--- src/rtl/ssm_pkg.sv ---
`timescale 1ns / 1ps

package ssm_pkg;

    // Sizing
    localparam int WORDS_PER_BEAT = 16;
    localparam int MAX_BEATS      = 4096;
    localparam int BEATS_W        = 13;
    localparam int WORD_W         = 32;
    // word counters hold 0 .. MAX_BEATS * WORDS_PER_BEAT
    localparam int COUNT_W        = $clog2(MAX_BEATS * WORDS_PER_BEAT + 1);

    // Result queue
    localparam int QUEUE_DEPTH = 4;
    localparam int QPTR_W      = $clog2(QUEUE_DEPTH);
    localparam int QCNT_W      = $clog2(QUEUE_DEPTH + 1);

    // Stream packing
    localparam int IN_DATA_W  = 32;
    localparam int OUT_DATA_W = 40;

    // Configuration register indexes
    localparam logic [0:0] REG_LIST_ONE = 1'b0;
    localparam logic [0:0] REG_LIST_TWO = 1'b1;

    // List selector
    localparam logic LIST_ONE = 1'b0;
    localparam logic LIST_TWO = 1'b1;

    // Result status
    localparam logic STATUS_EMIT   = 1'b0;
    localparam logic STATUS_REJECT = 1'b1;

    // Wanted list codes
    localparam logic [1:0] WANT_ONE  = 2'd0;
    localparam logic [1:0] WANT_TWO  = 2'd1;
    localparam logic [1:0] WANT_NONE = 2'd2;

    typedef struct packed {
        logic [WORD_W-1:0] merged_value;
        logic              from_list;
        logic              final_word;
        logic              status;
        logic [1:0]        wanted_list;
    } result_t;

    // Results produced by one accepted transaction: zero, one or two
    typedef struct packed {
        logic [1:0] count;
        result_t    first;
        result_t    second;
    } step_out_t;

endpackage

--- src/rtl/sorted_stream_merge.sv ---
`timescale 1ns / 1ps

// Channel   Dir  Handshake                   Payload
// s_axis    in   s_axis_tvalid/tready        tdata word_value, tuser source_list
// m_axis    out  m_axis_tvalid/tready        tdata merged_value + wanted_list,
//                                            tuser from_list + status, tlast final_word
// cfg       in   cfg_we (no wait)            cfg_index, cfg_data (list length in beats)
//
// One input transaction per cycle while the queue has room. The merge step (one
// 32-bit head compare and the length checks) runs between the head registers and
// a four-entry result queue; a transaction yields zero, one or two results.
// s_axis_tready is high while the queue has at least two free entries, so throughput is
// set by the output port draining one result per cycle while m_axis_tready is high.
// Reset empties the heads and clears lengths and counters; the queue comes up empty.
// A stalled m_axis holds its result; new words are taken while two queue entries stay free.

module sorted_stream_merge
(
    input  logic                            clk,
    input  logic                            rst_n,

    input  logic                            cfg_we,
    input  logic [0:0]                      cfg_index,
    input  logic [ssm_pkg::BEATS_W-1:0]     cfg_data,

    input  logic                            s_axis_tvalid,
    output logic                            s_axis_tready,
    input  logic [ssm_pkg::IN_DATA_W-1:0]   s_axis_tdata,   // [31:0] word_value
    input  logic [0:0]                      s_axis_tuser,   // [0] source_list

    output logic                            m_axis_tvalid,
    input  logic                            m_axis_tready,
    output logic [ssm_pkg::OUT_DATA_W-1:0]  m_axis_tdata,   // [31:0] merged_value,
                                                            // [33:32] wanted_list, rest 0
    output logic [1:0]                      m_axis_tuser,   // [0] from_list, [1] status
    output logic                            m_axis_tlast    // final_word
);

    ssm_pkg::step_out_t step;
    ssm_pkg::result_t   res;
    logic               room;
    logic               in_fire;

    assign s_axis_tready = room;
    assign in_fire       = s_axis_tvalid && room;

    ssm_core u_core
    (
        .clk       (clk),
        .rst_n     (rst_n),
        .cfg_we    (cfg_we),
        .cfg_index (cfg_index),
        .cfg_data  (cfg_data),
        .in_fire   (in_fire),
        .in_src    (s_axis_tuser[0]),
        .in_word   (s_axis_tdata[ssm_pkg::WORD_W-1:0]),
        .step      (step)
    );

    ssm_result_queue u_queue
    (
        .clk        (clk),
        .rst_n      (rst_n),
        .step       (step),
        .room       (room),
        .out_valid  (m_axis_tvalid),
        .out_ready  (m_axis_tready),
        .out_result (res)
    );

    assign m_axis_tdata = {6'd0, res.wanted_list, res.merged_value};
    assign m_axis_tuser = {res.status, res.from_list};
    assign m_axis_tlast = res.final_word;

endmodule

--- src/rtl/ssm_core.sv ---
`timescale 1ns / 1ps

module ssm_core
(
    input  logic                         clk,
    input  logic                         rst_n,
    input  logic                         cfg_we,
    input  logic [0:0]                   cfg_index,
    input  logic [ssm_pkg::BEATS_W-1:0]  cfg_data,
    input  logic                         in_fire,
    input  logic                         in_src,
    input  logic [ssm_pkg::WORD_W-1:0]   in_word,
    output ssm_pkg::step_out_t           step
);

    logic [ssm_pkg::COUNT_W-1:0] total_one_reg, total_two_reg, cfg_total;
    logic                        head_one_full_reg, head_two_full_reg;
    logic [ssm_pkg::WORD_W-1:0]  head_one_value_reg, head_two_value_reg;
    logic [ssm_pkg::COUNT_W-1:0] taken_one_reg, taken_two_reg;

    logic                        head_one_full_next, head_two_full_next;
    logic [ssm_pkg::WORD_W-1:0]  head_one_value_next, head_two_value_next;
    logic [ssm_pkg::COUNT_W-1:0] taken_one_next, taken_two_next;
    logic                        commit;

    // {emit, from}
    function automatic logic [1:0] pick(input logic f1, input logic f2,
                                        input logic [ssm_pkg::WORD_W-1:0] v1,
                                        input logic [ssm_pkg::WORD_W-1:0] v2,
                                        input logic done1, input logic done2);
        logic [1:0] r;
        r = {1'b0, ssm_pkg::LIST_ONE};
        if (f1 && f2)
            r = {1'b1, (v1 <= v2) ? ssm_pkg::LIST_ONE : ssm_pkg::LIST_TWO};
        else if (f1 && done2)
            r = {1'b1, ssm_pkg::LIST_ONE};
        else if (f2 && done1)
            r = {1'b1, ssm_pkg::LIST_TWO};
        return r;
    endfunction

    function automatic logic [1:0] wanted(input logic f1, input logic need_room1,
                                          input logic f2, input logic need_room2);
        logic [1:0] w;
        if (!f1 && need_room1)
            w = ssm_pkg::WANT_ONE;
        else if (!f2 && need_room2)
            w = ssm_pkg::WANT_TWO;
        else
            w = ssm_pkg::WANT_NONE;
        return w;
    endfunction

    // Length in words, oversized lengths clamp to the maximum
    always_comb
    begin
        logic [31:0] beats;
        beats = 32'(cfg_data);
        if (beats > 32'(ssm_pkg::MAX_BEATS))
            beats = 32'(ssm_pkg::MAX_BEATS);
        cfg_total = ssm_pkg::COUNT_W'(beats * 32'(ssm_pkg::WORDS_PER_BEAT));
    end

    always_comb
    begin
        logic                        need_one, need_two, ok;
        logic                        f1, f2;
        logic [ssm_pkg::WORD_W-1:0]  v1, v2;
        logic [ssm_pkg::COUNT_W-1:0] t1, t2;
        logic [1:0]                  sel0, sel1, w_now, w_after;
        logic [ssm_pkg::WORD_W-1:0]  val0, val1;
        logic                        fin0, fin1;

        need_one = !head_one_full_reg && (taken_one_reg < total_one_reg);
        need_two = !head_two_full_reg && (taken_two_reg < total_two_reg);
        ok = (in_src == ssm_pkg::LIST_TWO) ? need_two : need_one;
        w_now = wanted(head_one_full_reg, taken_one_reg < total_one_reg,
                       head_two_full_reg, taken_two_reg < total_two_reg);

        // load the arriving word into its head
        f1 = head_one_full_reg || (in_src == ssm_pkg::LIST_ONE);
        f2 = head_two_full_reg || (in_src == ssm_pkg::LIST_TWO);
        v1 = (in_src == ssm_pkg::LIST_ONE) ? in_word : head_one_value_reg;
        v2 = (in_src == ssm_pkg::LIST_TWO) ? in_word : head_two_value_reg;
        t1 = taken_one_reg;
        t2 = taken_two_reg;

        // first emission
        sel0 = pick(f1, f2, v1, v2, t1 >= total_one_reg, t2 >= total_two_reg);
        val0 = (sel0[0] == ssm_pkg::LIST_ONE) ? v1 : v2;
        if (sel0[1])
        begin
            if (sel0[0] == ssm_pkg::LIST_ONE)
            begin
                f1 = 1'b0;
                t1 = t1 + 1'b1;
            end
            else
            begin
                f2 = 1'b0;
                t2 = t2 + 1'b1;
            end
        end
        fin0 = !f1 && !f2 && (t1 >= total_one_reg) && (t2 >= total_two_reg);

        // second emission: one list ended while the other head waits
        sel1 = {1'b0, ssm_pkg::LIST_ONE};
        if (sel0[1])
            sel1 = pick(f1, f2, v1, v2, t1 >= total_one_reg, t2 >= total_two_reg);
        val1 = (sel1[0] == ssm_pkg::LIST_ONE) ? v1 : v2;
        if (sel1[1])
        begin
            if (sel1[0] == ssm_pkg::LIST_ONE)
            begin
                f1 = 1'b0;
                t1 = t1 + 1'b1;
            end
            else
            begin
                f2 = 1'b0;
                t2 = t2 + 1'b1;
            end
        end
        fin1 = !f1 && !f2 && (t1 >= total_one_reg) && (t2 >= total_two_reg);

        w_after = wanted(f1, t1 < total_one_reg, f2, t2 < total_two_reg);

        commit = in_fire && ok;
        head_one_full_next  = f1;
        head_two_full_next  = f2;
        head_one_value_next = v1;
        head_two_value_next = v2;
        taken_one_next      = t1;
        taken_two_next      = t2;

        step = '0;
        if (in_fire && !ok)
        begin
            step.count              = 2'd1;
            step.first.status       = ssm_pkg::STATUS_REJECT;
            step.first.wanted_list  = w_now;
        end
        else if (in_fire)
        begin
            step.count               = 2'(sel0[1]) + 2'(sel1[1]);
            step.first.merged_value  = val0;
            step.first.from_list     = sel0[0];
            step.first.final_word    = fin0;
            step.first.status        = ssm_pkg::STATUS_EMIT;
            step.first.wanted_list   = w_after;
            step.second.merged_value = val1;
            step.second.from_list    = sel1[0];
            step.second.final_word   = fin1;
            step.second.status       = ssm_pkg::STATUS_EMIT;
            step.second.wanted_list  = w_after;
        end
    end

    always_ff @(posedge clk or negedge rst_n)
    begin
        if (!rst_n)
        begin
            total_one_reg     <= '0;
            total_two_reg     <= '0;
            head_one_full_reg <= 1'b0;
            head_two_full_reg <= 1'b0;
            taken_one_reg     <= '0;
            taken_two_reg     <= '0;
        end
        else
        begin
            if (cfg_we && cfg_index == ssm_pkg::REG_LIST_ONE)
                total_one_reg <= cfg_total;
            if (cfg_we && cfg_index == ssm_pkg::REG_LIST_TWO)
                total_two_reg <= cfg_total;
            if (commit)
            begin
                head_one_full_reg <= head_one_full_next;
                head_two_full_reg <= head_two_full_next;
                taken_one_reg     <= taken_one_next;
                taken_two_reg     <= taken_two_next;
            end
        end
    end

    always_ff @(posedge clk)
    begin
        if (commit)
        begin
            head_one_value_reg <= head_one_value_next;
            head_two_value_reg <= head_two_value_next;
        end
    end

endmodule

--- src/rtl/ssm_result_queue.sv ---
`timescale 1ns / 1ps

module ssm_result_queue
(
    input  logic               clk,
    input  logic               rst_n,
    input  ssm_pkg::step_out_t step,
    output logic               room,
    output logic               out_valid,
    input  logic               out_ready,
    output ssm_pkg::result_t   out_result
);

    ssm_pkg::result_t           mem [ssm_pkg::QUEUE_DEPTH];
    logic [ssm_pkg::QPTR_W-1:0] wr_ptr_reg, rd_ptr_reg, wr_ptr_next, rd_ptr_next;
    logic [ssm_pkg::QCNT_W-1:0] count_reg, count_next;
    logic                       pop;
    logic [ssm_pkg::QPTR_W-1:0] wr_ptr_plus;

    // room for the largest burst of one transaction
    assign room        = count_reg <= ssm_pkg::QCNT_W'(ssm_pkg::QUEUE_DEPTH - 2);
    assign out_valid   = count_reg != '0;
    assign out_result  = mem[rd_ptr_reg];
    assign pop         = out_valid && out_ready;
    assign wr_ptr_plus = wr_ptr_reg + 1'b1;

    always_comb
    begin
        wr_ptr_next = wr_ptr_reg + ssm_pkg::QPTR_W'(step.count);
        rd_ptr_next = rd_ptr_reg + ssm_pkg::QPTR_W'(pop);
        count_next  = count_reg + ssm_pkg::QCNT_W'(step.count) - ssm_pkg::QCNT_W'(pop);
    end

    always_ff @(posedge clk or negedge rst_n)
    begin
        if (!rst_n)
        begin
            wr_ptr_reg <= '0;
            rd_ptr_reg <= '0;
            count_reg  <= '0;
        end
        else
        begin
            wr_ptr_reg <= wr_ptr_next;
            rd_ptr_reg <= rd_ptr_next;
            count_reg  <= count_next;
        end
    end

    always_ff @(posedge clk)
    begin
        if (step.count != 2'd0)
            mem[wr_ptr_reg] <= step.first;
        if (step.count == 2'd2)
            mem[wr_ptr_plus] <= step.second;
    end

endmodule

--- config.mk ---
export PLATFORM = sky130hd
export DESIGN_NAME = sorted_stream_merge
export DESIGN_NICKNAME = d
export VERILOG_FILES = /design/src/rtl/ssm_pkg.sv /design/src/rtl/sorted_stream_merge.sv /design/src/rtl/ssm_core.sv /design/src/rtl/ssm_result_queue.sv
export SDC_FILE = /design/constraint.sdc
export NUM_CORES = 1
export LEC_CHECK = 0
export BUFFER_PORTS_ARGS = -buffer_cell sky130_fd_sc_hd__buf_2
export CELL_PAD_IN_SITES_DETAIL_PLACEMENT = 0
export CELL_PAD_IN_SITES_GLOBAL_PLACEMENT = 2
export CORE_UTILIZATION = 35
export CTS_BUF_LIST = sky130_fd_sc_hd__clkbuf_4
export DETAILED_ROUTE_END_ITERATION = 16
export PLACE_DENSITY = 0.8
export SYNTH_ARGS = -nofsm -noshare
export SYNTH_HDL_FRONTEND = slang
export SYNTH_HIERARCHICAL = 1
export SYNTH_SLANG_ARGS = --single-unit
export TNS_END_PERCENT = 30
--- constraint.sdc ---
create_clock -name clk -period 8.5 [get_ports clk]
set_input_delay 1.7 -clock clk [delete_from_list [all_inputs] [get_ports clk]]
set_output_delay 1.7 -clock clk [all_outputs]
set_load 0.05 [all_outputs]
Word level (Yosys, flattened, before mapping)
Memories as Yosys holds them, arrays and structs flattened. Index checks and enable logic that the tools add are counted.

Memories kept: 1. Memory bits (writable): 148. Output and inout port bits: 45. Word-level logic and storage cells: 114. Bits of input ports: 52. Register bits after elaboration: 133.

Equal/unequal tests: 1. Reduce and logical (&&, ||, !) cells: 33. Add/sub/neg operators: 10. Bitwise logic cells: 2. Magnitude comparators: 13. Muxes and demuxes: 43.

Memory list: u_queue.mem (depth 4, bits a word 37, read ports 1, clocked after Yosys merged registers in 0, wr ports 2, RTL line ssm_result_queue.sv:14) `ssm_pkg::result_t mem [ssm_pkg::QUEUE_DEPTH];`.

Operators with widths (count): $mux W17 (8); $mux W32 (4); $ge A17 B17 Y1 (6); $mux W76 (1); $add A17 B1 Y17 const B (4); $lt A17 B17 Y1 (4); $mux W37 (1); $mux W34 (1); $le A32 B32 Y1 (1); $mux W2 (12); $logic_and A1 B1 Y1 (22); $mux W1 (14); $gt A13 B13 Y1 const B (1); $mux W13 (1); $logic_not A1 Y1 (7); $add A3 B2 Y3 (1); $le A3 B2 Y1 const B (1); $mux W3 (1); $reduce_bool A3 Y1 (1); $sub A3 B1 Y3 (1); $add A1 B1 Y2 (1); $add A2 B1 Y2 (1); $add A2 B1 Y2 const B (1); $add A2 B2 Y2 (1); other kinds (4) (6).

Logic depth before layout (Yosys ltp)
Gate-level depths: netlist of the first run.

Word-level depth: 24. Mapped depth: 40. Mapped depth without buffers: 36.

Modules after synthesis
Netlist of the first run, hierarchy kept.

By module, submodules not included: ssm_core (instances 1, sequential area each 3473.3 µm², cells each 1225, area an instance 10961.8 µm²); ssm_result_queue (instances 1, sequential area each 4619.4 µm², cells each 398, area an instance 7925.1 µm²); sorted_stream_merge (instances 1, sequential area each 0.0 µm², cells each 8, area an instance 55.1 µm²).

Least setup slack after synthesis of the first run
OpenSTA, ideal clock, no wires.

Path kind: input-to-reg. From: input port s_axis_tuser. To: memory u_queue/mem[0][0] (netlist bit), enable pin. Arrival time: 9.671 ns. Stages: 25. Required time: 8.017 ns. Path slack: -1.653 ns. Setup time: 0.483 ns. Path buffers: 4. Cell sequence: clkbuf_1 clkbuf_1 buf_1 mux2_2 ha_1 nor2b_1 o211ai_2 a2111oi_2 o41ai_4 a21o_1 buf_6 nor4_4 xnor2_1 inv_1 ha_1 a21o_1 a21o_1 a2111oi_0 o21ai_0 o21bai_1 a21o_1 a22oi_1 a31o_2 o21bai_1 o21ai_0.

RTL lines: start: declaration (RTL line sorted_stream_merge.sv:29) `input logic [0:0] s_axis_tuser,`; end: declaration (RTL line ssm_result_queue.sv:14).

==> summary.md, run 1 <==
| Metric | Value |
|---|---|
| Hold-fix buffer count after cts | 0 |
| Bufs on Longest Clock Path | 3 |
| DRC viols | 0 |
| Vias in the first global route | 14500 |
| Synth warn | 6 |
| Worst reg2reg path depth | 29 |
| Post-synth cell types | 92 |
| Die area | 55050 µm² |
| Total wire length | 52860 µm |
| Final worst path period share | 96.92% |
| Share of cells above drive strength 1 | 38.19% |
| Die X | 234.6 µm |
| Reg-to-reg slack, setup | 1.03 ns |
| Reg clk slew, reported paths | 0.06 ns |
| Endpoints failing setup | 0 |
| Post-Synthesis Cells | 1631 |
| Cell Rows | 84 |
| Detail Route Antenna Nets | 0 |
| GRT Max-Usage Layer | met2 |
| H-tree depth | 3 |
| Initial DRC Count | 776 |
| Cts bufs inserted | 79 |
| Min Hold Slack | 0.4782 ns |
| RR Startpoint | u_core/total_one_reg[16]$_DFFE_PN0P_ |
| First-pass GRT wire length | 82410 µm |
| Worst hold path depth | 2 |
| Hold_sp | u_core/total_two_reg[8]$_DFFE_PN0P_ |
| CTS Sinks | 281 |
| Final HPWL DP | 36390 µm |
| Met1 usage | 25.29% |
| Worst r2r dst | u_queue/mem[2][3]$_DFFE_PP_ |
| Worst setup SP type | input pin |
| Max reg flops | 148 |
| Run status | completed |
| GR Util met2 | 32.14% |
| Wire per inst | 19.51 µm |
| Placer congestion estimate | 0.8735 |
| Leading register cell type out of synthesis | edfxtp_1 |
| Fin. max-slew vios | 0 |
| Worst vdd ir | 120.5 µV |
| Gr ovfl total | 0 |
| Pin count of the biggest net entering global routing | 75 |
| First drt pass iteration count | 5 |
| # nets final | 2134 |
| P_leak | 9.794 nW |
| M3 GR Usage | 3.430% |
| # IOs | 97 |
| GRT Overall Usage | 19.16% |
| Worst-Margin Slew | 0.9701 ns |
| Worst path arrival time | 8.90 ns |
| Slowest cell on the critical path | or4_4 |
| Layout Cells excl Fill | 2709 |
| Worst Hold Class | flip-flop to flip-flop |
| Critical path peak fanout | 9 |
| Crit path required time | 9.17 ns |
| Cells after DPL | 2547 |
| DIE HEIGHT | 234.6 µm |
| Peak Freq | 0.1214 GHz |
| Seq cells post-synth | 281 |
| Post-synth EDFFs | 212 |
| DR vias | 14240 |
| Max-Cap Viols | 0 |
| Critical Path Sink Type | flip-flop |
| Worst hold endpoint | u_core/total_two_reg[8]$_DFFE_PN0P_ |
| Crit-path most repeated cell | buf_4 |
| Total power divided by cell area | 241.1 nW/µm² |
| Setup CP Type | input pin to flip-flop |
| Fin. Hold Viols | 0 |
| Worst-Skew Late Latency | 0.83 ns |
| Synth-to-Final Area Change | 23.91% |
| Sequential area share after synthesis | 42.72% |
| Post-route minimum period | 8.238 ns |
| Asr flop ratio synth | 24.56% |
| Average size of a mapped cell | 11.61 µm² |
| Root buffer cell | clkbuf_4 |
| Skew final | 0.06157 ns |
| Slew headroom | 35.33% |
| Initial Util | 35.76% |
| Number of port buffers | 90 |
| Initial antenna violation count | 2 |
| CTS tree | yes |
| Critical Path Max Stage Delay | 0.54 ns |
| Drt via density | 5.257 |
| CORE AREA | 52970 µm² |
| Synthesized cell area | 18940 µm² |
kinds of logic (layout without fill, tap and decap cells):
kind of cell / count (synthesis) / count (layout) / share of synthesized area (%)
fa+ha+maj: 122 / 122 / 8.098
simple gates: 408 / 408 / 11.32
buf+inv: 189 / 569 / 4.749
flops: 281 / 281 / 42.72
compound gates: 292 / 292 / 10.36
xor+xnor: 66 / 66 / 3.052
other cells: 2 / 12 / 0.03965
mux: 271 / 271 / 19.66
power breakdown:
part | switching [mW] | internal (mW) | total (mW)
sequential | 0.138 | 1.75 | 1.89
combinational | 1.57 | 0.954 | 2.52
clock | 0.601 | 0.651 | 1.25
Yosys cell counts (10+ instances only):
master	count	area share (%)
xnor2_1	50	2.3
buf_2	11	0.29
dfrtp_1	69	9.1
mux4_2	37	4.4
nor3_1	21	0.55
ha_1	121	8.0
xor2_1	16	0.74
buf_4	10	0.40
nor2_1	120	2.4
mux2_4	80	6.3
a21o_1	15	0.59
mux2i_1	36	1.9
nand2_1	99	2.0
clkbuf_1	44	0.87
nand4_1	35	1.2
buf_1	12	0.24
and2_1	11	0.36
a21oi_1	63	1.7
nand2b_1	20	0.66
buf_6	12	0.71
edfxtp_1	212	34
inv_1	96	1.9
nand3_1	28	0.74
o21ai_0	65	1.7
mux2_2	84	5.0
nor4_1	11	0.36
mux2_1	34	2.0
a211oi_1	71	2.8
final cells by class:
type,count,area (µm²)
fillers,4983,29500
multi-input cells,1166,10620
flip-flops and latches,281,8095
repair buffers,335,2521
clock buffers,115,863.3
well taps,688,860.8
inverters,97,366.6
clock inverters,22,128.9
diodes,5,12.51
worst max-delay path, delay by kind of cell:
| family | cells | cell delay, ns |
|---|---|---|
| buffers and inverters | 9 | 1.45 |
| xor gates and xnor gates | 1 | 0.09 |
| and+or+nand+nor | 11 | 2.30 |
| muxes | 2 | 0.55 |
| AOI/OAI and AO/OA | 9 | 1.83 |
| adders and majority gates | 3 | 0.95 |
how the worst max path moves through the flow:
stage,from,to,depth (start not counted)
after global placement,s_axis_tuser,u_queue/mem[0][0]$_DFFE_PP_,38
after floorplan,s_axis_tuser,u_queue/mem[0][1]$_DFFE_PP_,36
after detailed placement,s_axis_tuser,u_queue/mem[1][3]$_DFFE_PP_,37
final,s_axis_tuser,u_queue/mem[2][3]$_DFFE_PP_,35
after global routing,s_axis_tuser,u_queue/mem[2][3]$_DFFE_PP_,35
after CTS,s_axis_tuser,u_queue/mem[1][3]$_DFFE_PP_,36
through the flow:
step / instance area (µm²) / setup WS (ns) / TNS [ns] / total power, mW / util [%]
after floorplan: 19110 / -0.01011 / -0.01011 / 3.589 / -
after global placement: 21720 / -1.106 / -16.03 / 4.322 / 41.01
after detailed placement: 21720 / -1.094 / -19.71 / 4.357 / 41.01
after CTS: 22760 / 0.009424 / 0 / 5.641 / 42.96
after global routing: 23470 / -0.07784 / -0.3453 / 6.004 / 44.31
final: 23470 / 0.2617 / 0 / 5.659 / 44.31
repair_timing:
action,CTS,global route
pin swaps,2,32
gates cloned,0,3
buffers inserted,1,16
gates resized for setup,7,86
setup endpoints to repair,12,12
cell usage in the layout, fill, tap and decap left out, types with 33 or more instances in the layout:
master	synthesis	final
ha_1	121	109
nand4_1	35	35
clkbuf_4	0	115
nand2_1	99	95
mux4_2	37	37
nor2_1	120	113
inv_1	96	95
mux2_1	34	33
a21oi_1	63	56
a211oi_1	71	68
o21ai_0	65	62
xnor2_1	50	46
edfxtp_1	212	212
buf_2	11	88
dfrtp_1	69	67
mux2_4	80	84
mux2_2	84	81
buf_4	10	226
routing by layer:
metal  part of all wire [%]  vias to the layer above  wire, µm
li1                       -                     6853         -
met1                     46                     6981     24090
met2                     48                      333     25540
met3                    4.2                       74      2208
met4                    1.9                        0      1016
met5                      0                        -         0
(Power assumes the default switching activity.)
==> run 2, diff against run 1 <==
- CORE_UTILIZATION: 35 -> 44
- PLACE_DENSITY: 0.8 -> 0.95
==> run 2 against run 1 <==
  * Routed wire length down 4.0%
  * Clock-buffer cell count is 2 higher
  * Critical endpoint is now u_queue/mem[1][3]$_DFFE_PP_
  * Clock power grew 5%
  * Global-route usage up 4.0 points
  * Power is essentially flat
  * Critical path type unchanged
  * Via count up 0.52%
  * Die area fell by 20%
  * Critical path depth is 2 lower
  * Clock skew up 0.024 ns
  * Core utilization rose by 10 points
==> summary.md, run 2 (same netlist as run 1, synthesis figures left out) <==
| Metric | Value |
|---|---|
| Initial DRC Count | 957 (+23%) |
| Skew final | 0.08546 ns (+0.02389 ns) |
| DR vias | 14320 (+0.52%) |
| Vias in the first global route | 14730 (+1.6%) |
| Design Area, Final | 23010 µm² (-2.0%) |
| Total power divided by cell area | 246.0 nW/µm² (+2.0%) |
| Final Util | 54.49% (+10 points) |
| M1 WL | 22090 µm (-8.3%) |
| Max reg flops | 148 (unchanged) |
| Die area | 43880 µm² (-20%) |
| Cts bufs inserted | 79 (unchanged) |
| Worst-Margin Slew | 1.064 ns (+0.09374 ns) |
| Setup CP Type | input pin to flip-flop |
| Worst vdd ir | 121.3 µV (+0.67%) |
| First-pass GRT wire length | 79490 µm (-3.5%) |
| DP Worst Slack | -1.047 ns (+0.04723 ns) |
| Commonest non-fill, non-tap cell in the layout | buf_4 |
| DRC viols | 0 (unchanged) |
| Fin. max-slew vios | 0 (unchanged) |
| Gr ovfl total | 0 (unchanged) |
| Final HPWL DP | 35270 µm (-3.1%) |
| Cell Rows | 75 (-11%) |
| Highest routed layer | met5 |
| Layout Cells excl Fill | 2539 (-6.3%) |
| Placed cell area | 21490 µm² (-1.1%) |
| Number of port buffers | 90 (unchanged) |
| Detail Route Antenna Nets | 0 (unchanged) |
| Max-Cap Viols | 0 (unchanged) |
| Run status | completed |
| Crit path required time | 9.16 ns (about the same) |
| Peak Freq | 0.1221 GHz (+0.63%) |
| Met3 routed WL | 2879 µm (+30%) |
| Reg clk slew, reported paths | 0.06 ns (about the same) |
| DIE HEIGHT | 209.5 µm (-11%) |
| # nets final | 2120 (-0.66%) |
| Hold-fix buffer count after cts | 0 (unchanged) |
| Worst path arrival time | 8.84 ns (-0.06 ns) |
| Share of cells above drive strength 1 | 37.31% (-0.89 points) |
| Setup TNS | 0 ns (unchanged) |
| Slew headroom | 29.08% (-6.2 points) |
| Worst-Skew Late Latency | 0.80 ns (-0.03 ns) |
| Commonest cells after routing, fill and taps aside | 216 x buf_4, 212 x edfxtp_1, 117 x clkbuf_4, 114 x ha_1, 113 x nor2_1 |
| Cells after DPL | 2390 (-6.2%) |
| Bufs on Longest Clock Path | 3 (unchanged) |
| GRT Overall Usage | 23.17% (+4.0 points) |
| Slowest cell on the critical path | o41ai_4 |
| Initial Util | 44.86% (+9.1 points) |
| CTS tree | yes |
| Critical path peak fanout | 14 (+5) |
| # IOs | 97 (unchanged) |
| CTS Sinks | 281 (unchanged) |
| P_leak | 9.682 nW (-1.1%) |
| Pin count of the biggest net entering global routing | 72 (-4.0%) |
| Post-route minimum period | 8.187 ns (-0.05131 ns) |
| Initial antenna violation count | 3 (+1) |
| Met2 routed WL | 24120 µm (-5.6%) |
| Drt via density | 5.638 (+7.2%) |
| Die X | 209.5 µm (-11%) |
| Synth-to-Final Area Change | 21.47% |
| Critical Path Max Stage Delay | 0.46 ns (-0.08 ns) |
| Total wire length | 50740 µm (-4.0%) |
| Fin. Hold Viols | 0 (unchanged) |
| Endpoints failing setup | 0 (unchanged) |
| Final worst path period share | 96.32% (-0.60 points) |
| CORE AREA | 42230 µm² (-20%) |
| Fill cells | 3633 (-27%) |
| Placer congestion estimate | 0.9123 (+4.4%) |
| Worst Hold Class | flip-flop to flip-flop |
| Setup ws final | 0.3130 ns (+0.05131 ns) |
| First drt pass iteration count | 5 (unchanged) |
| H-tree depth | 3 (unchanged) |
| Worst setup SP type | input pin |
| Wire per inst | 19.99 µm (+2.4%) |
| Critical Path Sink Type | flip-flop |
| Root buffer cell | clkbuf_4 |
-- run 2: cell types whose count changed in the layout (fill, tap and decap cells not counted), moves of 3 or more --
| cell | change |
|---|---|
| o21ai_0 | -6 |
| ha_4 | -5 |
| buf_4 | -10 |
| nor3_4 | -3 |
| mux2_4 | -3 |
| mux2_2 | +3 |
| ha_1 | +5 |
| o21ai_1 | +5 |
| clkinv_1 | -5 |
-- run 2: per-layer routing --
metal,GRT usage (%),vias up
met5,0,-
met4,9.514,2
met3,4.309,114
met2,38.05,464
met1,30.18,6942
li1,-,6793
-- run 2: worst max-delay path, delay by kind of cell --
family	cells	cell delay, ns
mux	2	0.60
xor+xnor	1	0.22
buf+inv	5	0.78
simple gates	8	1.50
compound gates	14	3.18
fa+ha+maj	3	0.86
-- run 2: final cells by class --
cell class                 count  area (µm²)  area share (%)
antenna                        3       7.507         0.03263
clock buffer                 117       878.3           3.817
clock inverter                15       150.1          0.6525
inverter                      97       365.4           1.588
multi-input combinational   1166       10450           45.42
sequential                   281        8095           35.18
tap                          539       674.4           2.931
timing repair buffer         321        2389           10.38
-- run 2: report_power, final --
part           switching, mW  internal (mW)  leakage [nW]
Sequential             0.161           1.75          2.88
Combinational           1.51          0.927          6.19
Clock                  0.599          0.716         0.608
-- run 2: path summary, 6_finish.rpt --
kind	startpoint	to	slack [ns]	cells past startpoint
setup / recovery	s_axis_tuser	u_queue/mem[1][3]$_DFFE_PP_	0.31	33
hold / removal	u_core/total_one_reg[15]$_DFFE_PN0P_	u_core/total_one_reg[15]$_DFFE_PN0P_	0.48	2
setup reg to reg	u_core/head_one_value_reg[25]$_DFFE_PP_	u_queue/mem[1][3]$_DFFE_PP_	1.20	31
hold reg to reg	u_core/total_one_reg[15]$_DFFE_PN0P_	u_core/total_one_reg[15]$_DFFE_PN0P_	0.48	2
max in group asynchronous	rst_n	u_core/total_one_reg[15]$_DFFE_PN0P_	6.66	2
min in group asynchronous	rst_n	u_core/taken_two_reg[6]$_DFFE_PN0P_	0.81	1
-- run 2: per-stage QoR --
stage,power [mW],hold slack [ns]
2_1_floorplan,3.589,0.4498
3_5_place_dp,4.309,0.4712
6_report,5.660,0.4752
3_3_place_gp,4.252,0.4638
5_1_grt,5.957,0.4970
4_1_cts,5.645,0.4845
-- run 2: repair_timing --
| item | CTS | global route |
|---|---|---|
| setup buffers | 1 | 12 |
| cloned | 0 | 1 |
| endpoints found under the setup margin | 12 | 12 |
| pin swaps | 1 | 28 |
| resized for setup | 6 | 65 |
